## config.mk

```make
export PLATFORM = sky130hd
export DESIGN_NAME = swmm_cell
export DESIGN_NICKNAME = d
export VERILOG_FILES = /design/src/design/swmm_pkg.sv /design/src/design/swmm_cell.sv
export SDC_FILE = /design/constraint.sdc
export NUM_CORES = 1
export LEC_CHECK = 0
export ABC_AREA = 1
export ABC_CLOCK_PERIOD_IN_PS = 3550
export BUFFER_PORTS_ARGS = -buffer_cell sky130_fd_sc_hd__buf_2
export CORE_ASPECT_RATIO = 0.75
export CORE_MARGIN = 2
export CORE_UTILIZATION = 45
export DETAILED_ROUTE_END_ITERATION = 12
export GPL_TIMING_DRIVEN = 0
export PLACE_DENSITY = 0.77
export SYNTH_ARGS = -nofsm -noshare
export SYNTH_HDL_FRONTEND = slang
export SYNTH_SLANG_ARGS = --single-unit
```

## constraint.sdc

```tcl
create_clock -name clk -period 3.55 [get_ports clk]
set_clock_uncertainty 0.1 [all_clocks]
set_input_delay 0.71 -clock clk [delete_from_list [all_inputs] [get_ports clk]]
set_output_delay 0.71 -clock clk [all_outputs]
set_load 0.005 [all_outputs]
```

## src/design/swmm_pkg.sv

```systemverilog
`timescale 1ns / 1ps
`default_nettype none

package swmm_pkg;

  localparam int DATA_W         = 32;
  localparam int WS_W           = 7;
  localparam int MAX_WINDOW_DEF = 64;

  typedef struct packed {
    logic signed [DATA_W-1:0] lo;
    logic signed [DATA_W-1:0] hi;
  } minmax_t;

endpackage

`default_nettype wire

```

## src/design/swmm_cell.sv

```systemverilog
`timescale 1ns / 1ps
`default_nettype none

module swmm_cell #(
  parameter int CNT_W = 7
) (
  input  logic                                clk,
  input  logic                                rst,
  input  logic                                shift_en,
  input  logic signed [swmm_pkg::DATA_W-1:0]  sample_in,
  output logic signed [swmm_pkg::DATA_W-1:0]  sample_out,
  input  logic                                tok_in_valid,
  input  swmm_pkg::minmax_t                   tok_in,
  input  logic [CNT_W-1:0]                    tok_in_left,
  output logic                                tok_out_valid,
  output swmm_pkg::minmax_t                   tok_out,
  output logic [CNT_W-1:0]                    tok_out_left,
  input  logic                                emit_ok,
  output logic                                emit_valid,
  output swmm_pkg::minmax_t                   emit_val
);

  logic signed [swmm_pkg::DATA_W-1:0] stored;
  logic signed [swmm_pkg::DATA_W-1:0] cmp;
  logic                               tok_valid;
  logic                               tok_valid_next;
  swmm_pkg::minmax_t                  tok;
  swmm_pkg::minmax_t                  tok_next;
  logic [CNT_W-1:0]                   left;

  assign cmp = shift_en ? sample_in : stored;

  always_comb begin
    tok_next.lo = (cmp < tok_in.lo) ? cmp : tok_in.lo;
    tok_next.hi = (cmp > tok_in.hi) ? cmp : tok_in.hi;
  end

  assign emit_valid    = tok_valid && (left == '0);
  assign emit_val      = emit_valid ? tok : '0;
  assign tok_out_valid = tok_valid && (left != '0);
  assign tok_out       = tok;
  assign tok_out_left  = left - CNT_W'(1);
  assign sample_out    = stored;

  always_comb begin
    if (tok_in_valid) begin
      tok_valid_next = 1'b1;
    end else begin
      tok_valid_next = emit_valid && !emit_ok;
    end
  end

  always_ff @(posedge clk) begin
    if (rst) begin
      tok_valid <= 1'b0;
    end else begin
      tok_valid <= tok_valid_next;
    end
  end

  always_ff @(posedge clk) begin
    if (shift_en) begin
      stored <= sample_in;
    end
    if (tok_in_valid) begin
      tok  <= tok_next;
      left <= tok_in_left;
    end
  end

endmodule

`default_nettype wire

```

**Word level (Yosys, flattened, before mapping)**

Index checks and enable logic that the tools add are counted.

- Word-level logic and storage cells: 19
- Output and inout port bits: 169
- Bits in registers: 104

- Reductions and logical operators: 6
- Mux-type cells: 5
- $lt $le $gt $ge: 2
- $add $sub $neg: 1

Operators with widths:

| operator | count |
|---|---|
| 32-bit two-way mux | 3 |
| 64-bit two-way mux | 1 |
| 32-bit greater-than comparator | 1 |
| 32-bit less-than comparator | 1 |
| 7-bit logical NOT | 1 |
| 7-bit nonzero test | 1 |
| 7-bit by 1-bit subtractor with 7-bit output (second input constant) | 1 |
| 1-bit logical AND | 3 |
| 1-bit logical NOT | 1 |
| 1-bit two-way mux | 1 |

**Longest topological paths before layout**

Gate-level depths: netlist of the first run.

- Depth in word-level cells: 4
- Depth in mapped cells: 20
- Depth with buffers taken out: 18

**Least setup slack after synthesis of the first run**

OpenSTA, ideal clock, no wires.

- Kind: input -> register
- Start point: in shift_en
- End point: reg tok, in the netlist tok_out[26] (data pin)
- Slack: 0.480 ns
- Data required time: 3.197 ns
- Data arrival time: 2.717 ns
- Stages on the path: 18
- Cells stage by stage: buf_2 > inv_2 > clkbuf_1 > nand2_1 > nand2_1 > ha_1 > nand2_1 > inv_1 > o21ai_0 > nand2_1 > a21oi_1 > o21a_1 > nand2_1 > nand2_1 > nand3_2 > buf_4 > nand2_1 > nand2_1

RTL lines:

| item | line | text |
|---|---|---|
| start, declared | swmm_cell.sv:9 | `input logic shift_en,` |
| end signal, assigned | swmm_cell.sv:66 | `tok <= tok_next;` |
| end, declared | swmm_cell.sv:27 | `swmm_pkg::minmax_t tok;` |

==> results.md, run 1 <==
* Status: finished, final reports clean
* R2R depth at 14
* Type of origin of the critical path: primary input
* RSZ-0062 raised after global routing: no
* Core area at 15,200 um2
* PwrDens at 409 nW/um2
* DR vias at 6,755
* Setup crit end kind: flip-flop
* WL final at 22,500 um
* Htree depth at 3
* Critical path type: in2reg
* Slew HR at 66.4%
* Die area at 16,500 um2
* Slew Viols, Final at 0
* Vias in the first global route at 6,336
* Final instance area at 9010 um2
* Synthesized netlist cell count at 842
* Synth top area share at 30.7%
* Syn_nets at 1,014
* I/O pin total at 277
* Initial core utilization at 45.8%
* Share of post-route cells with drive strength above 1 at 34.6%
* Wire length per cell at 16.8 um
* Syn Area/Cell at 8.26 um2
* Static Leak at 5.02 nW
* Largest net degree at the start of global routing at 55
* Most frequent cells after synthesis: nand2_1, inv_1, edfxtp_1, nand3_1, ha_1
* Arr. time, crit path at 3.37 ns
* Post-DRT Antenna Nets at 0
* Nets at 1,303
* Min-delay worst type: in2reg
* Most frequent cell after synthesis: nand2_1
* I/O Buffers at 275
* Drt drc at 0
* # rows at 39
* Shortest period the worst path allows at 3.38 ns
* Slew @ Worst Pin at 0.498 ns
* Worst VDD drop at 0.283 mV
* CTS max path bufs at 2
* FMAX at 296 MHz
* Sink Count at 104
* Number of setup violations in the final report at 0
* Yosys top cell by area: edfxtp_1
* Num CTS Buffers at 9
* Clock Latency Late Sink at 0.34 ns
* Final hold vios at 0
* Clk slew on worst S/H paths at 0.07 ns
* Final Cycle Share at 95.2%
* Vias/cell at 5.03
* Die height at 112 um
* Synthesized flop and latch total at 104
* Distinct cells, synth at 30
* YS warnings at 0
* DRC marker count from the first detailed-route iteration at 455
* Root buffer cell: clkbuf_16
* Max cap viols at 0
* Synth area leaders: edfxtp_1, nand2_1, ha_1
* Synth async-reset ratio at 0%
* RePlAce Congestion at 0.851
* EDFF count, synth at 71
* Mapped cell area at 6950 um2
* Hpwl dp at 17,500 um
* Initial antenna violation count at 4
* Area grow syn2layout at 29.5%
* Final Total Pwr at 3.68 mW
* CTS tree: built
* Hold Path Depth at 1
* Fill cell count at 1,381
* Total gr overflow at 0
* Primary FF master, synth: edfxtp_1
* First-pass GRT wire length at 34,400 um
* Worst Path Max Fanout at 10
* Area after DPL at 8620 um2
* Post-synthesis sequential area ratio at 40.2%
* Drt first pass iters at 6
* Die width at 148 um
* Crit path required time at 3.55 ns
* Global-route usage over all layers at 27.3%
## cell usage in the layout, fill, tap and decap left out, drive strengths merged, types with 3 or more instances in the layout
cell type    n
ha          64
nor2        78
buf        307
clkbuf      21
a21oi       35
edfxtp      71
nand4       39
nand3       71
nor3         3
xor2         3
nand2      239
inv        146
o21ai       12
dfxtp       33
## metal layers
layer | vias up | wire length [um] | share of wire (%) | track usage, %
li1 | 3292 | - | - | -
met2 | 309 | 10500 | 46 | 44.9
met1 | 3124 | 9630 | 43 | 36.9
met5 | - | 25 | 0.11 | 0
met4 | 4 | 282 | 1.3 | 5.13
met3 | 26 | 2140 | 9.5 | 6.56
## repair_timing
| item | in CTS | in global routing |
|---|---|---|
| hold buffers | 0 | 0 |
| endpoints found under the setup margin | 64 | 48 |
| gates cloned | 0 | 0 |
| resized for setup | 15 | 16 |
| setup buffers | 2 | 0 |
| pin swaps | 3 | 1 |
## report_power, final
part / leakage (nW) / internal (mW) / total [mW] / switching, mW
clock: 0.145 / 0.588 / 1.03 / 0.446
combinational: 3.89 / 0.401 / 1.08 / 0.674
sequential: 0.983 / 1.49 / 1.57 / 0.0816
total: 5.02 / 2.48 / 3.68 / 1.20
## cells by family (layout without fill, tap and decap cells)
family	Yosys count	count (layout)	synth area share [%]
AOI/OAI and AO/OA	51	51	3.85
xor gates and xnor gates	4	4	0.504
adders and majority gates	64	64	11.5
buffers and inverters	184	478	11.7
DFF	104	104	40.2
other	0	2	0
and+or+nand+nor	435	435	32.3
## metrics by stage
stage               hold slack, ns  setup WS (ns)  util [%]  setup TNS, ns  std cells
global placement             0.450         -0.958      56.6         -41.48       1322
global route                 0.428       0.000642      59.3              0       1341
CTS                          0.431        0.00262      59.1              0       1341
finish                       0.445          0.172      59.4              0       1343
floorplan                    0.417          0.480         -              0        842
detailed placement           0.466         -0.952      56.8         -43.05       1323
## worst max-delay path: stages
cell and delay (ns):
buf_2 0.16, clkbuf_2 0.37, nand2_1 0.10, nand2_1 0.18
ha_1 0.28, a21oi_1 0.20, o21ai_0 0.13, a21oi_1 0.30
o21a_1 0.19, nand2_1 0.06, nand2_1 0.18, nand3_2 0.17
buf_4 0.23, nand2_1 0.07, nand2_1 0.05
## worst paths after layout
path	startpoint	endpoint	slack (ns)
hold reg to reg	sample_out[30]	sample_out[30]	0.46
setup reg to reg	sample_out[29]	tok_out[27]	0.71
setup / recovery	shift_en	tok_out[27]	0.17
hold / removal	tok_in_left[6]	left[6]	0.44
## registers in the layout, indices dropped and copies added, names as in the netlist
name and count:
tok_out 64, tok_valid 1, left 7, sample_out 32
## final cells by class
type	count	area, um2	area share [%]
multi-input cells	554	3380	37.5
clock inverters	4	53.8	0.597
repair buffers	278	1420	15.8
diodes	2	5.00	0.0556
flip-flops and latches	104	2790	31.0
plain buffers	38	297	3.29
well taps	205	256	2.85
clock buffers	12	256	2.85
inverters	146	548	6.08
Power figures use the tool's default switching activity.
==> run 2, diff against run 1 <==
Settings changed: CORE_UTILIZATION 45 to 50, PLACE_DENSITY 0.77 to 0.84.
==> run 2 against run 1 <==
Net effect: sequential power hardly changed; core utilization rose by 6.5 points; largest cell class unchanged; global-route usage is 2.3 points higher; die area shrank 9.7%; combinational power about the same; sequential share of layout area about the same; wire length fell by 1.6%; the flow now finishes with violations (DRC); clock power rose by 6%; register-to-register slack got worse by 0.02 ns.
==> results.md, run 2 (synthesis gave the netlist of run 1 again) <==
* Status: finished, violations left
* Failing checks: DRC
* Final instance area at 8990 um2
* Crit path required time at 3.55 ns
* Arr. time, crit path at 3.47 ns
* Shortest period the worst path allows at 3.48 ns
* Die height at 106 um
* N_diodes at 0
* Type of origin of the critical path: primary input
* Final Total Pwr at 3.75 mW
* Initial core utilization at 50.9%
* Sink Count at 104
* Critical path buffers and inverters at 4
* PwrDens at 417 nW/um2
* Total gr overflow at 0
* Nets at 1,303
* Vias/cell at 5.22
* Slew HR at 72.5%
* Max incr delay on CP at 0.35 ns
* Area after DPL at 8580 um2
* Min-delay worst type: in2reg
* Clk slew on worst S/H paths at 0.07 ns
* Hpwl dp at 17,100 um
* CTS hold repair buffers at 0
* Fill cell count at 1,190
* Critical path's most frequent cell: nand2_1
* Largest net degree at the start of global routing at 72
* CTS tree: built
* Htree depth at 3
* Cells along the critical path: buf_2, inv_2, clkbuf_4, nand2_1, nand2_1, ha_1, a21oi_1, o21ai_0, a21oi_1, o21a_1, nand2_1, nand2_1, nand3_2, buf_4, nand2_1, nand2_1
* Post-DRT Antenna Nets at 0
* Die area at 14,900 um2
* Max reg flops at 64
* DRC marker count from the first detailed-route iteration at 607
* FMAX at 288 MHz
* Drt first pass iters at 9
* Wire length per cell at 16.9 um
* Critical path type: in2reg
* I/O pin total at 277
* Drt drc at 19
* Final Cycle Share at 97.9%
* Area grow syn2layout at 29.3%
* Setup crit end kind: flip-flop
* Delay-heaviest family, CP: compound AO/OA/AOI/OAI gates
* Final hold vios at 0
* Initial antenna violation count at 0
* Core area at 13,700 um2
* Commonest cells after routing, fill and taps aside: buf_2, nand2_1, inv_1, edfxtp_1, nand3_1
* Worst Path Max Fanout at 10
* Slew @ Worst Pin at 0.408 ns
* Num CTS Buffers at 9
* I/O Buffers at 275
* CTS max path bufs at 2
* # rows at 37
* Root buffer cell: clkbuf_16
* Slew Viols, Final at 0
* Vias in the first global route at 6,610
* Clock Latency Late Sink at 0.34 ns
* Number of setup violations in the final report at 0
* Worst VDD drop at 0.248 mV
* DR vias at 6,838
* Final core utilization at 65.9%
* Worst hold slack at 0.445 ns
* Die width at 140 um
* R2R setup slack at 0.69 ns
* First-pass GRT wire length at 33,800 um
* Share of post-route cells with drive strength above 1 at 34.9%
* WL final at 22,200 um
* RePlAce Congestion at 0.847
* CP max stage cell: a21oi_1
* Max cap viols at 0
* Static Leak at 5.04 nW
* Most common cell after layout, fill and taps aside: buf_2
* Global-route usage over all layers at 29.6%
==> run 2: where the power goes <==
| part | switching (mW) | internal, mW | leakage [nW] | total, mW |
|---|---|---|---|---|
| clock network | 0.445 | 0.643 | 0.157 | 1.09 |
| logic | 0.689 | 0.403 | 3.90 | 1.09 |
| registers | 0.0798 | 1.49 | 0.983 | 1.57 |
| total | 1.21 | 2.54 | 5.04 | 3.75 |
==> run 2: per-stage QoR <==
stage / setup slack (ns) / TNS, ns / instances
after floorplan: 0.480 / 0 / 842
after global placement: -0.881 / -34.63 / 1292
after detailed placement: -0.903 / -38.15 / 1293
after CTS: 0.0460 / 0 / 1311
after global routing: -0.00240 / -0.00387 / 1311
final: 0.0740 / 0 / 1311
==> run 2: path summary, 6_finish.rpt <==
path | startpoint | end | cells after the start
worst max-delay path | shift_en | tok_out[25] | 16
worst min-delay path | tok_in_left[6] | left[6] | 1
worst max register to register | sample_out[17] | tok_out[25] | 13
worst min register to register | sample_out[13] | sample_out[13] | 2
==> run 2: what timing repair did <==
item                       in CTS  in global routing
setup buffers                   2                  0
pin swaps                       2                  0
resized for setup              17                 21
setup endpoints to repair      55                 38
==> run 2: routing by layer <==
layer  part of all wire [%]  track usage, %  vias to the layer above  wire, um
li1                       -               -                     3295         -
met4                    3.4            10.6                        0       753
met5                      0               0                        -         0
met3                     11            6.53                       55      2480
met1                     39            38.3                     3093      8710
met2                     46            49.1                      395     10200
==> run 2: layout make-up <==
class | instances | area, um2 | area share (%)
buffer | 38 | 305 | 3.39
clock buffer | 12 | 246 | 2.74
clock inverter | 4 | 77.6 | 0.862
inverter | 146 | 548 | 6.09
multi-input combinational | 554 | 3380 | 37.6
sequential | 104 | 2790 | 31.0
tap | 175 | 219 | 2.43
timing repair buffer | 278 | 1420 | 15.8
